**config.mk**
```make
export PLATFORM = sky130hd
export DESIGN_NAME = bss_ctrl
export DESIGN_NICKNAME = d
export VERILOG_FILES = /design/src/bss_pkg.sv /design/src/bss_ctrl.sv
export SDC_FILE = /design/constraint.sdc
export NUM_CORES = 1
export LEC_CHECK = 0
export BUFFER_PORTS_ARGS = -buffer_cell sky130_fd_sc_hd__buf_2
export CORE_ASPECT_RATIO = 2
export CORE_MARGIN = 2
export CORE_UTILIZATION = 40
export CTS_BUF_LIST = sky130_fd_sc_hd__clkbuf_4 sky130_fd_sc_hd__clkbuf_8
export CTS_CLUSTER_DIAMETER = 80
export DETAILED_ROUTE_END_ITERATION = 16
export PLACE_DENSITY = 0.6
export SLEW_MARGIN = 40
export SYNTH_ARGS = -nofsm -noshare
export SYNTH_HDL_FRONTEND = slang
export SYNTH_SLANG_ARGS = --single-unit
```
**constraint.sdc**
```tcl
create_clock -name clk -period 3.1 [get_ports clk]
set_input_delay 0.155 -clock clk [delete_from_list [all_inputs] [get_ports clk]]
set_output_delay 0.155 -clock clk [all_outputs]
set_load 0.01 [all_outputs]
```
**src/bss_pkg.sv**
```systemverilog
package bss_pkg;

  localparam int BIN_COUNT   = 1024;
  localparam int ADDR_W      = $clog2(BIN_COUNT);
  localparam int BIN_W       = 10;
  localparam int SAMPLE_BITS = 16;
  localparam int FRAC_BITS   = 8;
  localparam int CNT_W       = 32;
  localparam int SUM_W       = 48;
  localparam int SQ_W        = 64;
  localparam int PROD_W      = 2 * SAMPLE_BITS;
  localparam int HALF_W      = SUM_W / 2;
  localparam int MUL_W       = 32;
  localparam int MULP_W      = 2 * MUL_W;
  localparam int ACC_W       = 96;
  localparam int MEAN_W      = 24;
  localparam int STD_W       = 24;
  localparam int DIV_W       = 128;
  localparam int DVS_W       = 64;
  localparam int ROOT_W      = 2 * STD_W + 2;
  localparam int DIV_STEPS   = DIV_W;
  localparam int SQRT_STEPS  = STD_W + 1;
  localparam int STEP_W      = 7;

  localparam logic OP_ACCUM  = 1'b0;
  localparam logic OP_REPORT = 1'b1;

  typedef struct packed {
    logic [CNT_W-1:0]              total;
    logic [CNT_W-1:0]              valid;
    logic signed [SUM_W-1:0]       sum;
    logic [SQ_W-1:0]               sq;
    logic signed [SAMPLE_BITS-1:0] minv;
    logic signed [SAMPLE_BITS-1:0] maxv;
    logic                          ovf;
  } entry_t;

  localparam logic [SAMPLE_BITS-1:0] SAMPLE_MAX = SAMPLE_BITS'((2 ** (SAMPLE_BITS - 1)) - 1);

  localparam entry_t RESET_ENTRY = '{
    total: '0, valid: '0, sum: '0, sq: '0,
    minv: SAMPLE_MAX, maxv: ~SAMPLE_MAX, ovf: 1'b0
  };

  typedef enum logic [2:0] {
    MS_A_LO, MS_A_HI, MS_B_LL, MS_B_LH, MS_B_HH, MS_M
  } mul_step_t;

  typedef enum logic [13:0] {
    S_CLEAR    = 14'b00000000000001,
    S_IDLE     = 14'b00000000000010,
    S_UPD      = 14'b00000000000100,
    S_MUL      = 14'b00000000001000,
    S_MUL_WAIT = 14'b00000000010000,
    S_MEAN_LD  = 14'b00000000100000,
    S_MEAN_DIV = 14'b00000001000000,
    S_MEAN_FIN = 14'b00000010000000,
    S_STD_LD   = 14'b00000100000000,
    S_STD_DIV  = 14'b00001000000000,
    S_SQ_LD    = 14'b00010000000000,
    S_SQ       = 14'b00100000000000,
    S_STD_FIN  = 14'b01000000000000,
    S_OUT      = 14'b10000000000000
  } state_t;

  typedef struct packed {
    logic      clr_en;
    logic      acc_wr;
    logic      mul_en;
    mul_step_t mul_step;
    logic      mean_ld;
    logic      std_ld;
    logic      div_step;
    logic      mean_fin;
    logic      sq_ld;
    logic      sq_step;
    logic      std_fin;
    logic      std_clr;
  } cmd_t;

  typedef struct packed {
    logic clr_last;
    logic n_ge1;
    logic n_ge2;
    logic var_pos;
  } status_t;

endpackage

```
**src/bss_ctrl.sv**
```systemverilog
module bss_ctrl (
  input  logic             clk,
  input  logic             rst,
  input  logic             accept,
  input  logic             operation,
  input  bss_pkg::status_t status,
  output bss_pkg::cmd_t    cmd,
  output logic             busy,
  output logic             result_valid
);
  import bss_pkg::*;

  state_t            state, state_next;
  mul_step_t         step, step_next;
  logic [STEP_W-1:0] cnt, cnt_next;

  always_ff @(posedge clk) begin
    if (rst) begin
      state <= S_CLEAR;
      step  <= MS_A_LO;
      cnt   <= '0;
    end else begin
      state <= state_next;
      step  <= step_next;
      cnt   <= cnt_next;
    end
  end

  always_comb begin
    state_next = state;
    step_next  = step;
    cnt_next   = cnt;
    cmd        = '0;
    cmd.mul_step = step;
    case (state)
      S_CLEAR: begin
        cmd.clr_en = 1'b1;
        if (status.clr_last) state_next = S_IDLE;
      end
      S_IDLE: begin
        if (accept) begin
          state_next = (operation == OP_REPORT) ? S_MUL : S_UPD;
          step_next  = MS_A_LO;
        end
      end
      S_UPD: begin
        cmd.acc_wr = 1'b1;
        state_next = S_IDLE;
      end
      S_MUL: begin
        cmd.mul_en  = 1'b1;
        cmd.std_clr = 1'b1;
        case (step)
          MS_A_LO: step_next = MS_A_HI;
          MS_A_HI: step_next = MS_B_LL;
          MS_B_LL: step_next = MS_B_LH;
          MS_B_LH: step_next = MS_B_HH;
          MS_B_HH: step_next = MS_M;
          default: state_next = S_MUL_WAIT;
        endcase
      end
      S_MUL_WAIT: state_next = status.n_ge1 ? S_MEAN_LD : S_OUT;
      S_MEAN_LD: begin
        cmd.mean_ld = 1'b1;
        cnt_next    = STEP_W'(DIV_STEPS - 1);
        state_next  = S_MEAN_DIV;
      end
      S_MEAN_DIV: begin
        cmd.div_step = 1'b1;
        if (cnt == '0) state_next = S_MEAN_FIN;
        else cnt_next = cnt - 1'b1;
      end
      S_MEAN_FIN: begin
        cmd.mean_fin = 1'b1;
        state_next   = (status.n_ge2 && status.var_pos) ? S_STD_LD : S_OUT;
      end
      S_STD_LD: begin
        cmd.std_ld = 1'b1;
        cnt_next   = STEP_W'(DIV_STEPS - 1);
        state_next = S_STD_DIV;
      end
      S_STD_DIV: begin
        cmd.div_step = 1'b1;
        if (cnt == '0) state_next = S_SQ_LD;
        else cnt_next = cnt - 1'b1;
      end
      S_SQ_LD: begin
        cmd.sq_ld  = 1'b1;
        cnt_next   = STEP_W'(SQRT_STEPS - 1);
        state_next = S_SQ;
      end
      S_SQ: begin
        cmd.sq_step = 1'b1;
        if (cnt == '0) state_next = S_STD_FIN;
        else cnt_next = cnt - 1'b1;
      end
      S_STD_FIN: begin
        cmd.std_fin = 1'b1;
        state_next  = S_OUT;
      end
      S_OUT: state_next = S_IDLE;
      default: state_next = S_IDLE;
    endcase
  end

  assign busy         = (state != S_IDLE);
  assign result_valid = (state == S_OUT);

  a_accum_update: assert property (@(posedge clk) disable iff (rst)
    accept && operation == OP_ACCUM |=> state == S_UPD)
    else $error("accumulate item not followed by update");
  a_strobe_single: assert property (@(posedge clk) disable iff (rst)
    result_valid |=> !result_valid)
    else $error("result strobe longer than one cycle");
  a_units_exclusive: assert property (@(posedge clk) disable iff (rst)
    !(cmd.div_step && cmd.sq_step))
    else $error("divider and root stepping together");
  a_mean_nonempty: assert property (@(posedge clk) disable iff (rst)
    state == S_MEAN_LD |-> status.n_ge1)
    else $error("mean divide started on empty bin");

endmodule

```
# [Word-level counts from Yosys, hierarchy flattened]
# Cells that the tools add are included.
[totals] regBits=24 output_inout_bits=16
[op_classes] addsub=1 eq_ne=27 mux=25 reduce_logical=12
[op_table] cell="one-hot mux 14 bit (12 select lines)" n=1
[op_table] cell="two-way mux 14 bit" n=8
[op_table] cell="one-hot mux 7 bit (3 select lines)" n=1
[op_table] cell="one-hot mux 3 bit (5 select lines)" n=1
[op_table] cell="== test 14 x 1 -> 1 bit, second input constant" n=1
[op_table] cell="== test 14 x 10 -> 1 bit, second input constant" n=1
[op_table] cell="== test 14 x 11 -> 1 bit, second input constant" n=1
[op_table] cell="== test 14 x 12 -> 1 bit, second input constant" n=1
[op_table] cell="== test 14 x 13 -> 1 bit, second input constant" n=1
[op_table] cell="== test 14 bit, second input constant" n=1
[op_table] cell="== test 14 x 2 -> 1 bit, second input constant" n=1
[op_table] cell="== test 14 x 3 -> 1 bit, second input constant" n=1
[op_table] cell="== test 14 x 4 -> 1 bit, second input constant" n=1
[op_table] cell="== test 14 x 5 -> 1 bit, second input constant" n=1
[op_table] cell="== test 14 x 6 -> 1 bit, second input constant" n=1
[op_table] cell="== test 14 x 7 -> 1 bit, second input constant" n=1
[op_table] cell="== test 14 x 8 -> 1 bit, second input constant" n=1
[op_table] cell="== test 14 x 9 -> 1 bit, second input constant" n=1
[op_table] cell="inequality test 14 x 2 -> 1 bit, second input constant" n=1
[op_table] cell="inequality test 2 bit, second input constant" n=7
[op_table] cell="two-way mux 1 bit" n=10
[op_table] cell="zero test 7 bit" n=1
[op_table] cell="two-way mux 7 bit" n=1
[op_table] cell="subtractor 7 x 1 -> 7 bit, second input constant" n=1
[op_table] cell="other kinds (17)" n=19

# [Longest topological paths before layout]
[depth] word_depth=4 depth_mapped=8 mapped_depth_nobuf=6

# [Least setup slack after synthesis]
# OpenSTA, ideal clock, no wires.
[synth_timing] path_type="flip-flop to flip-flop" from="register state[9]" to="register step[0]" arrival_ns=1.549 t_required_ns=2.967 path_slack_ns=1.418 stages_incl_launch_ff=8 synth_period_minus_slack_ns=1.682 path_cell_list="dfxtp_1 -> buf_2 -> nor4_4 -> and3_2 -> and4b_1 -> nand2_1 -> a22oi_1 -> nor3_1"
[synth_between] elab_chain_cells=3 word_cells_on_any_way=7
[synth_rtl] element="from (decl)" line="bss_ctrl.sv:13" text="state_t state, state_next;"
[synth_rtl] element="from (signal assigned)" line="bss_ctrl.sv:23" text="state <= state_next;"
[synth_rtl] element="== test 14 x 4 -> 1 bit / == test 14 x 2 -> 1 bit (equally long branches)" line="bss_ctrl.sv:35" text="case (state)"
[synth_rtl] element="inequality test 6 x 1 -> 1 bit (no source line), or another cell as far along"
[synth_rtl] element="AND reduction 3 bit (no source line)"
[synth_rtl] element="to (signal assigned)" line="bss_ctrl.sv:24" text="step <= step_next;"
[synth_rtl] element="to (decl)" line="bss_ctrl.sv:14" text="mul_step_t step, step_next;"
# Several ways; a longest one is shown, not always the timed one.
# A chain may end at the register's enable or synchronous reset.

==> flow_summary.html <==
<table>
<tr><th>Metric</th><th>Value</th></tr>
<tr><th colspan="2">Critical path</th></tr>
<tr><td>WP data arrival</td><td>2.00 ns</td></tr>
<tr><td>Type of element launching the critical path</td><td>register</td></tr>
<tr><td>Type of the setup path with the least slack</td><td>reg2out</td></tr>
<tr><td>Max Fanout on Critical Path</td><td>7</td></tr>
<tr><td>Req. time, crit path</td><td>2.94 ns</td></tr>
<tr><td>Slack of the worst reg-to-reg path</td><td>between 1 and 1.5 ns</td></tr>
<tr><td>Sort of element at the end of the critical path</td><td>output pin</td></tr>
<tr><th colspan="2">Die</th></tr>
<tr><td>Row cnt</td><td>31</td></tr>
<tr><td>Floorplan die area</td><td>0.00421 mm^2</td></tr>
<tr><td>Height of the die</td><td>between 80 and 90 um</td></tr>
<tr><td>I/O pin cnt</td><td>24</td></tr>
<tr><td>Floorplan core area</td><td>0.00357 mm^2</td></tr>
<tr><td>Initial Util</td><td>slightly above 40%</td></tr>
<tr><td>Overall die width</td><td>46.9 um</td></tr>
<tr><th colspan="2">Hold path</th></tr>
<tr><td>Hold Path Class</td><td>in2reg</td></tr>
<tr><th colspan="2">Logic synthesis</th></tr>
<tr><td>Top area cells in the synthesized netlist</td><td>dfxtp_1, nor2_1, a21oi_1</td></tr>
<tr><td>Share of the synthesized area in compound gates (AO/OA/AOI/OAI)</td><td>~16%</td></tr>
<tr><td>Synth Area in XOR/XNOR</td><td>2.38%</td></tr>
<tr><td>Post-Syn Instances</td><td>182</td></tr>
<tr><td>Count of synthesis-stage warnings from yosys</td><td>0</td></tr>
<tr><td>Sequential area share after synthesis</td><td>32.7%</td></tr>
<tr><td>Flip-flop and latch count after synthesis</td><td>24</td></tr>
<tr><td>Syn avg cell area</td><td>8.08 um^2</td></tr>
<tr><td>Adder-Cell Fraction of Synth Area</td><td>1.70%</td></tr>
<tr><td>Area share of and/or/nand/nor cells after synthesis</td><td>a little over two fifths</td></tr>
<tr><td>Fraction of synthesized area in multiplexers</td><td>0%</td></tr>
<tr><td>Number of different library cells in the post-synthesis netlist</td><td>51</td></tr>
<tr><td>Total standard cell area after synthesis</td><td>0.00147 mm^2</td></tr>
<tr><td>Post-synth net total</td><td>about 190</td></tr>
<tr><td>Cell type with the highest aggregate area in the netlist</td><td>dfxtp_1</td></tr>
<tr><td>Share of the synthesized area in the top cell type</td><td>between 30% and 40%</td></tr>
<tr><td>Combinational family with the most area after synthesis</td><td>simple AND/OR/NAND/NOR gates</td></tr>
<tr><th colspan="2">Clock tree</th></tr>
<tr><td>Clock latency at the later pin of the worst-skew pair</td><td>0.28 ns</td></tr>
<tr><td>Post CTS Setup Buffer Count</td><td>0</td></tr>
<tr><td>TritonCTS Buffers</td><td>3</td></tr>
<tr><td>Clock transition at the register clock pins on the worst setup and hold paths after CTS</td><td>0.09 ns</td></tr>
<tr><td>Post-CTS Hold Fix Bufs</td><td>0</td></tr>
<tr><td>Root buffer selected by CTS</td><td>clkbuf_8</td></tr>
<tr><td>H-tree Lvls</td><td>1</td></tr>
<tr><td>Buffer levels on the longest clock path</td><td>2</td></tr>
<tr><td>CTS tree</td><td>built</td></tr>
<tr><td>Cells resized by post-CTS repair</td><td>0</td></tr>
<tr><td>Clock tree sinks</td><td>24</td></tr>
<tr><th colspan="2">Timing</th></tr>
<tr><td>Slew Viols, Final</td><td>0</td></tr>
<tr><td>Clock Skews</td><td>roughly 0.0048 ns</td></tr>
<tr><td>Share of the clock period used by the worst path</td><td>69.6%</td></tr>
<tr><td>Final Hold Viols</td><td>0</td></tr>
<tr><td>Setup repair after global routing missed its margin</td><td>no</td></tr>
<tr><td>Max Fclk</td><td>0.464 GHz</td></tr>
<tr><td>Period minus WS final</td><td>~2.2 ns</td></tr>
<tr><td>Final critical-path setup slack</td><td>between 0.9 and 1 ns</td></tr>
<tr><td>Slew at the pin closest to its max-slew limit</td><td>0.562 ns</td></tr>
<tr><td>Setup violations, final</td><td>0</td></tr>
<tr><td>Worst slew margin relative to its limit</td><td>62.2%</td></tr>
<tr><td>Total Negative Setup Slacks</td><td>0 ns</td></tr>
<tr><th colspan="2">Global routing</th></tr>
<tr><td>Wire length of the first global-routing pass</td><td>6380 um</td></tr>
<tr><td>Number of global-route vias before repair</td><td>1455</td></tr>
<tr><td>Overflow left after global routing</td><td>0</td></tr>
<tr><td>GRT Util Overall</td><td>20.1%</td></tr>
<tr><td>Antenna violations before repair</td><td>0</td></tr>
<tr><td>Maximum number of pins on one net before global-route repair</td><td>22</td></tr>
<tr><th colspan="2">Placement</th></tr>
<tr><td>Minimum setup slack after placement</td><td>1.06 ns</td></tr>
<tr><td>Post-DP HPWL</td><td>2900 um</td></tr>
<tr><td>Buffers added on ports</td><td>23</td></tr>
<tr><td>Routability-driven placement congestion ratio</td><td>between 0.8 and 0.9</td></tr>
<tr><th colspan="2">Finish</th></tr>
<tr><td>Post-layout utilization of the core</td><td>46.4%</td></tr>
<tr><td>Most common library cell in the layout ignoring fill and taps</td><td>dfxtp_1</td></tr>
<tr><td>Diodes inserted</td><td>0</td></tr>
<tr><td>Most frequent cells in the layout</td><td>dfxtp_1, buf_2, nor2_1</td></tr>
<tr><td>Multi-input gate area</td><td>approximately 910 um^2</td></tr>
<tr><td>Signed area change from the synthesized netlist to the final layout</td><td>12.6%</td></tr>
<tr><td>Combined flip-flop and latch cell area</td><td>480 um^2</td></tr>
<tr><td>Filler instances</td><td>380</td></tr>
<tr><td>Layout Nets</td><td>roughly 210</td></tr>
<tr><td>Fraction of final layout cells with drive strength greater than 1</td><td>21.4%</td></tr>
<tr><th colspan="2">Pwr</th></tr>
<tr><td>Relative contribution of the clock network to total power</td><td>between 30% and 40%</td></tr>
<tr><td>Leakage power of the design</td><td>between 0.6 and 0.7 nW</td></tr>
<tr><td>Sequential share of power</td><td>between 50% and 60%</td></tr>
<tr><td>Maximum vdd drop</td><td>232 uV</td></tr>
<tr><td>Power share of the combinational group</td><td>11.0%</td></tr>
<tr><td>Cell internal pwr</td><td>around 0.00045 W</td></tr>
<tr><td>Cell area power density</td><td>370 mW/mm^2</td></tr>
<tr><td>Switching power total</td><td>0.000159 W</td></tr>
<tr><td>Switching Share</td><td>between 20% and 30%</td></tr>
<tr><th colspan="2">Routing</th></tr>
<tr><td>Final routed wire length divided by cell count</td><td>15.4 um</td></tr>
<tr><td>Pre-Repair DR Iteration Count</td><td>4</td></tr>
<tr><td>Post-DR vias/cell</td><td>5.71</td></tr>
<tr><td>Routed via count</td><td>1428</td></tr>
<tr><td>Final WL</td><td>3850 um</td></tr>
<tr><td>Number of design rule violations left after detail routing</td><td>0</td></tr>
<tr><td>DR iter-0 viols</td><td>46</td></tr>
<tr><td>Residual antenna-violating net count after detailed routing</td><td>0</td></tr>
<tr><th colspan="2">Run status</th></tr>
<tr><td>Run status</td><td>finished, final reports clean</td></tr>
<tr><th colspan="2">Run</th></tr>
<tr><td>Max-cap violations</td><td>0</td></tr>
</table>
-- worst max-delay path: stages (launching register included) --
cell	delay [ns]
dfxtp_1	0.41
nor4_4	0.42
and2_1	0.23
nand3_1	0.11
nor3b_1	0.36
buf_2	0.20
-- metrics by stage --
stage               instances  hold WS, ns  area [um^2]  total power (W)
floorplan                 182        0.233         1470         0.000375
global placement          246        0.369         1600         0.000394
detailed placement        246        0.364         1600         0.000395
CTS                       250       0.0688         1660         0.000616
global route              250       0.0747         1660         0.000637
finish                    250       0.0701         1660         0.000613
-- logic make-up (layout without fill, tap and decap cells) --
logic type | after synthesis | count (layout)
and+or+nand+nor | 101 | 101
AOI/OAI and AO/OA | 34 | 34
xor gates and xnor gates | 4 | 4
DFF | 24 | 24
adders and majority gates | 2 | 2
buffers and inverters | 17 | 36
-- flip-flops by register name, indices dropped and copies added (netlist names) --
signal / flops
cnt: 7
state: 14
step: 3
-- area by class of cell --
class                           instances  share of cell area, %
Multi-Input combinational cell        141                   55.0
Sequential cell                        24                   29.0
Timing Repair Buffer                   23                   6.95
Tap cell                               49                   3.70
Clock buffer                            4                   3.32
Inverter                                9                   2.04
-- power groups by stage --
stage	clock network [W]	logic [W]	registers [W]
2_1_floorplan	0	0.0000523	0.000323
3_3_place_gp	0	0.0000660	0.000328
3_5_place_dp	0	0.0000667	0.000329
4_1_cts	0.000227	0.0000673	0.000321
5_1_grt	0.000239	0.0000748	0.000324
6_report	0.000223	0.0000675	0.000322
-- cell usage after synthesis (all sizes together) --
master   count
a211oi       1
xnor2        2
buf          6
or3          2
and4b        3
or2b         1
a22oi        1
and2         3
o211ai       1
nand3b       1
nor3         8
inv          9
nor3b        7
nand2b       2
nor2        21
nor4b        4
nor2b        2
a31oi        1
a22o         1
and3         4
dfxtp       24
a311oi       1
a21o         2
o22ai        1
nand3       11
o21ai        4
nand2       17
or2          1
o31ai        1
nor4         9
o311ai       1
ha           2
and4         1
xor2         2
nand4        4
a2bb2oi      2
clkbuf       2
a21oi       15
a221oi       2
-- routing by layer --
layer | wire, um | GRT usage (%) | up-vias
met4 | 154 | 11.3 | 0
met3 | 101 | 1.41 | 13
met1 | 1450 | 21.5 | 673
met5 | 0 | 0 | -
met2 | 2140 | 35.2 | 41
li1 | - | - | 701
-- path summary, 6_finish.rpt --
check | cells after the start | start | end
worst max-delay path | 5 | state[9] | cmd[7]
worst min register to register | 2 | cnt[1] | cnt[1]
worst max register to register | 6 | state[10] | cnt[3]
worst min-delay path | 2 | operation | state[2]
No activity file was read; power rests on OpenSTA's default activity.
